`src/hdl/rcd_pkg.sv`:
```
`default_nettype none
package rcd_pkg;

  localparam int unsigned HDR_BITS   = 56;
  localparam int unsigned CS_BITS    = 24;
  localparam int unsigned CTL_BITS   = 32;
  localparam int unsigned PHASE_BITS = 4;

  localparam logic [PHASE_BITS-1:0] PH_BASIC   = 4'd0;
  localparam logic [PHASE_BITS-1:0] PH_FMT0    = 4'd11;
  localparam logic [PHASE_BITS-1:0] PH_FMT1    = 4'd7;
  localparam logic [PHASE_BITS-1:0] PH_FMT2    = 4'd3;
  localparam logic [PHASE_BITS-1:0] PH_MSID    = 4'd4;
  localparam logic [PHASE_BITS-1:0] PH_PAYLOAD = 4'd12;

  localparam logic [1:0] FMT_FULL  = 2'd0;
  localparam logic [1:0] FMT_NOSID = 2'd1;
  localparam logic [1:0] FMT_TS    = 2'd2;
  localparam logic [1:0] FMT_CONT  = 2'd3;

  localparam logic [7:0] MSG_SET_CHUNK = 8'd1;
  localparam logic [7:0] MSG_ACK_WIN   = 8'd5;
  localparam logic [7:0] MSG_PEER_BW   = 8'd6;

  localparam logic [CS_BITS-1:0] CS_RESET = 24'd128;
  localparam logic [CS_BITS-1:0] CS_MAX   = 24'hFFFFFF;

  localparam logic [1:0] REG_INIT_CS = 2'd0;

  typedef struct packed {
    logic               wr;
    logic [CS_BITS-1:0] value;
  } rcd_cfg_t;

endpackage
`default_nettype wire

```
`src/hdl/rcd_cfg.sv`:
```
`default_nettype none
module rcd_cfg
  import rcd_pkg::*;
(
  input  wire logic        clk,
  input  wire logic        rst_n,
  input  wire logic        psel,
  input  wire logic        penable,
  input  wire logic        pwrite,
  input  wire logic [1:0]  paddr,
  input  wire logic [31:0] pwdata,
  output logic [31:0]      prdata,
  output logic             pready,
  output rcd_cfg_t         cfg
);
  logic [CS_BITS-1:0] init_cs_r;
  logic               wr;

  assign pready = 1'b1;
  assign wr     = psel && penable && pwrite && (paddr == REG_INIT_CS);

  always_ff @(posedge clk) begin
    if (!rst_n) begin
      init_cs_r <= CS_RESET;
    end else if (wr) begin
      init_cs_r <= pwdata[CS_BITS-1:0];
    end
  end

  assign prdata    = (paddr == REG_INIT_CS) ? {8'd0, init_cs_r} : 32'd0;
  assign cfg.wr    = wr;
  assign cfg.value = pwdata[CS_BITS-1:0];
endmodule
`default_nettype wire

```
`config.mk`:
```
export PLATFORM = sky130hd
export DESIGN_NAME = rcd_cfg
export DESIGN_NICKNAME = d
export VERILOG_FILES = /design/src/hdl/rcd_pkg.sv /design/src/hdl/rcd_cfg.sv
export SDC_FILE = /design/constraint.sdc
export NUM_CORES = 1
export LEC_CHECK = 0
export BUFFER_PORTS_ARGS = -buffer_cell sky130_fd_sc_hd__buf_2
export CAP_MARGIN = 20
export CORE_ASPECT_RATIO = 0.9
export CORE_MARGIN = 1
export CORE_UTILIZATION = 41
export CTS_CLUSTER_SIZE = 14
export DETAILED_ROUTE_END_ITERATION = 10
export GPL_TIMING_DRIVEN = 0
export PLACE_DENSITY = 0.87
export SLEW_MARGIN = 15
export SYNTH_ARGS = -nofsm -noshare
export SYNTH_HDL_FRONTEND = slang
export SYNTH_SLANG_ARGS = --single-unit
```
`constraint.sdc`:
```
create_clock -name clk -period 1.4 [get_ports clk]
set_clock_uncertainty 0.15 [all_clocks]
set_input_delay 0.14 -clock clk [delete_from_list [all_inputs] [get_ports clk]]
set_output_delay 0.14 -clock clk [all_outputs]
set_load 0.03 [all_outputs]
```
==> impl_metrics.py <==
metrics = {
    "critical_path": {
        "reg2reg_slack_ps": 640,
        "cp-end-kind": "output port",
        "critPathLaunch": "pwdata[4]",
        "critPathLaunchType": "input pin",
        "critPathCapture": "cfg[4]",
        "r2r-end": "init_cs_r[3]",
        "crit_fanout": 2,
        "required_ps": 1110,
        "criticalPathCategory": "in -> out",
        "rr_startpoint": "init_cs_r[3]",
        "rr_worst_depth": 2,
        "arrival_ps": 1100,
    },
    "layout": {
        "fin_nets": 324,
        "reg.largest.list": "init_cs_r x24",
        "antenna_cells": 0,
        "largest_register_ffs": 24,
        "regMostFlops": "init_cs_r",
        "drive_gt1_share_pct": 44.7,
        "area_growth_pct": 58.2,
        "final_util_pct": 70.6,
    },
    "power": {
        "powerDensity_mw_per_mm2": 762,
        "p_sw_uw": 440,
        "internal_power_uw": 1270,
        "swShare_pct": 25.7,
        "finalPower_uw": 1710,
        "pwr-share-seq_pct": 40.6,
        "power_frac_clock_pct": 34.7,
        "p_comb_share_pct": 24.7,
        "peakVddDrop_uv": 944,
        "p_leak_uw": 0.00114,
    },
    "floorplan": {
        "start_util_pct": 44.6,
        "io_pins": 97,
        "design.core.area_sq_mm": 0.00319,
        "dieHeight_um": 57.9,
        "rows": 19,
        "die-area_sq_mm": 0.00371,
        "die_width_um": 64.1,
    },
    "timing": {
        "period_share_pct": 99.0,
        "finalHoldViolations": 0,
        "report.final.slew_viol_count": 0,
        "timing.final.ws_setup_ps": 13.6,
        "finalSetupViolCount": 0,
        "final.setup.tns_ps": 0,
        "post-route-min-period_ps": 1390,
        "fmax_mhz": 721,
    },
    "routing": {
        "wl_met2_um": 1770,
        "drt-total-wl_um": 3320,
        "drc_errors": 0,
        "top_layer_used": "met4",
        "antenna_left": 0,
        "vias": 1376,
        "met1_length_um": 1340,
        "wl_per_cell_um": 10.2,
        "wl_met3_um": 188,
        "first_pass_iters": 4,
        "viasPerCell": 4.22,
        "drt-initial-drc-count": 27,
    },
    "cts": {
        "cts_tree": "built",
        "numCtsBuffers": 3,
        "clock_path_buffers": 2,
        "path_clk_slew_ps": 80,
        "clock-sinks": 24,
        "cts-root-buf": "clkbuf_8",
        "htreeDepth": 1,
        "clock_latency_ps": 260,
    },
    "synth": {
        "synth-seq-cells": 24,
        "syn_area_sq_mm": 0.00142,
        "synthArstFlopShare_pct": 0,
        "synth_cell_type_count": 17,
        "synthCells": 169,
        "ys.flop_type": "dfxtp_1",
        "syn_area_per_cell_sq_um": 8.41,
        "synth_seq_area_share_pct": 33.8,
        "ys_warn_count": 0,
        "synth-edff-count": 0,
    },
    "global_routing": {
        "antenna_found_initial": 0,
        "grt_first_pass_wirelength_um": 5290,
        "grt_start_max_net_pins": 15,
        "gr-total-overflow": 0,
        "track_usage_pct": 18.2,
        "grt_pass1_vias": 1317,
    },
    "hold_path": {
        "hold_class": "in -> reg",
        "hold_depth": 3,
    },
    "placed_design": {
        "pre_cts_slack_ps": -83.2,
        "hpwl_um": 2270,
        "io_buffers": 78,
        "gp_congestion": 0.730,
    },
    "run_status": {
        "status": "finished clean",
    },
    "run": {
        "maxCapViolations": 0,
    },
}
cells in the final DEF (no fill, tap or decap), drive strengths merged:
master	n
inv	1
and3	1
clkbuf	9
nand2	46
buf	118
nor2	1
mux2i	23
bufinv	1
nor3	1
conb	9
and2	24
o211ai	1
dlygate4sd3	24
nand3	1
dfxtp	24
cells by family (layout without fill, tap and decap cells):
logic type | count (synthesis) | count (layout) | share of synthesized area (%)
AO/OA/AOI/OAI | 1 | 1 | 0.528
buffers and inverters | 45 | 153 | 23.8
flip-flops | 24 | 24 | 33.8
multiplexers | 23 | 23 | 16.2
other | 2 | 9 | 0.528
AND/OR/NAND/NOR | 74 | 74 | 25.2
through the flow:
stage               hold slack (ps)  cells  instance area (sq um)
finish                         73.9    326                   2250
global route                   83.5    326                   2250
CTS                            71.0    324                   2200
detailed placement              253    296                   1890
global placement                251    296                   1890
floorplan                       132    176                   1450
area by class of cell:
class	instances	area [sq um]
Buffer	43	325
Clock buffer	3	41.3
Clock inverter	1	30.0
Fill cell	257	937
Inverter	1	3.75
Multi-Input combinational cell	107	629
Sequential cell	24	480
Tap cell	42	52.6
Timing Repair Buffer	105	686
how the worst min path moves through the flow:
stage	from	endpoint	slack [ps]
global placement	pwdata[18]	init_cs_r[18]	250
detailed placement	pwdata[14]	init_cs_r[14]	250
CTS	rst_n	init_cs_r[23]	70
global route	rst_n	init_cs_r[22]	80
floorplan	pwdata[0]	init_cs_r[0]	130
finish	rst_n	init_cs_r[23]	70
synth_stat cells (2+ instances only):
cell type / n / share of area (%)
and2_1: 23 / 10
nand2_1: 46 / 12
buf_12: 2 / 2.8
buf_4: 34 / 18
clkbuf_1: 6 / 1.6
dfxtp_1: 24 / 34
mux2i_1: 23 / 16
conb_1: 2 / 0.53
timing repair:
item | 4_1_cts | 5_1_grt
buffers inserted | 1 | 2
hold buffers | 24 | 0
hold endpoints to repair | 24 | 0
setup endpoints to repair | 21 | 10
resized for setup | 3 | 20
pin swaps | 1 | 1
critical path, cell delays in order:
cell and delay [ps]:
dlygate4sd3_1 540, buf_2 130, buf_4 120, buf_2 160
routing by layer:
metal / vias to the layer above / global-route usage (%)
li1: 715 / -
met1: 605 / 18.1
met2: 52 / 37.1
met3: 4 / 5.31
met4: 0 / 3.57
met5: - / 0
power by group through the flow:
stage	Clock [uW]	Sequential, uW	Combinational [uW]
after global placement	0	710	351
after global routing	642	696	453
final	595	695	423
after detailed placement	0	711	355
after floorplan	0	710	254
after CTS	612	695	409
(Power assumes the default switching activity.)
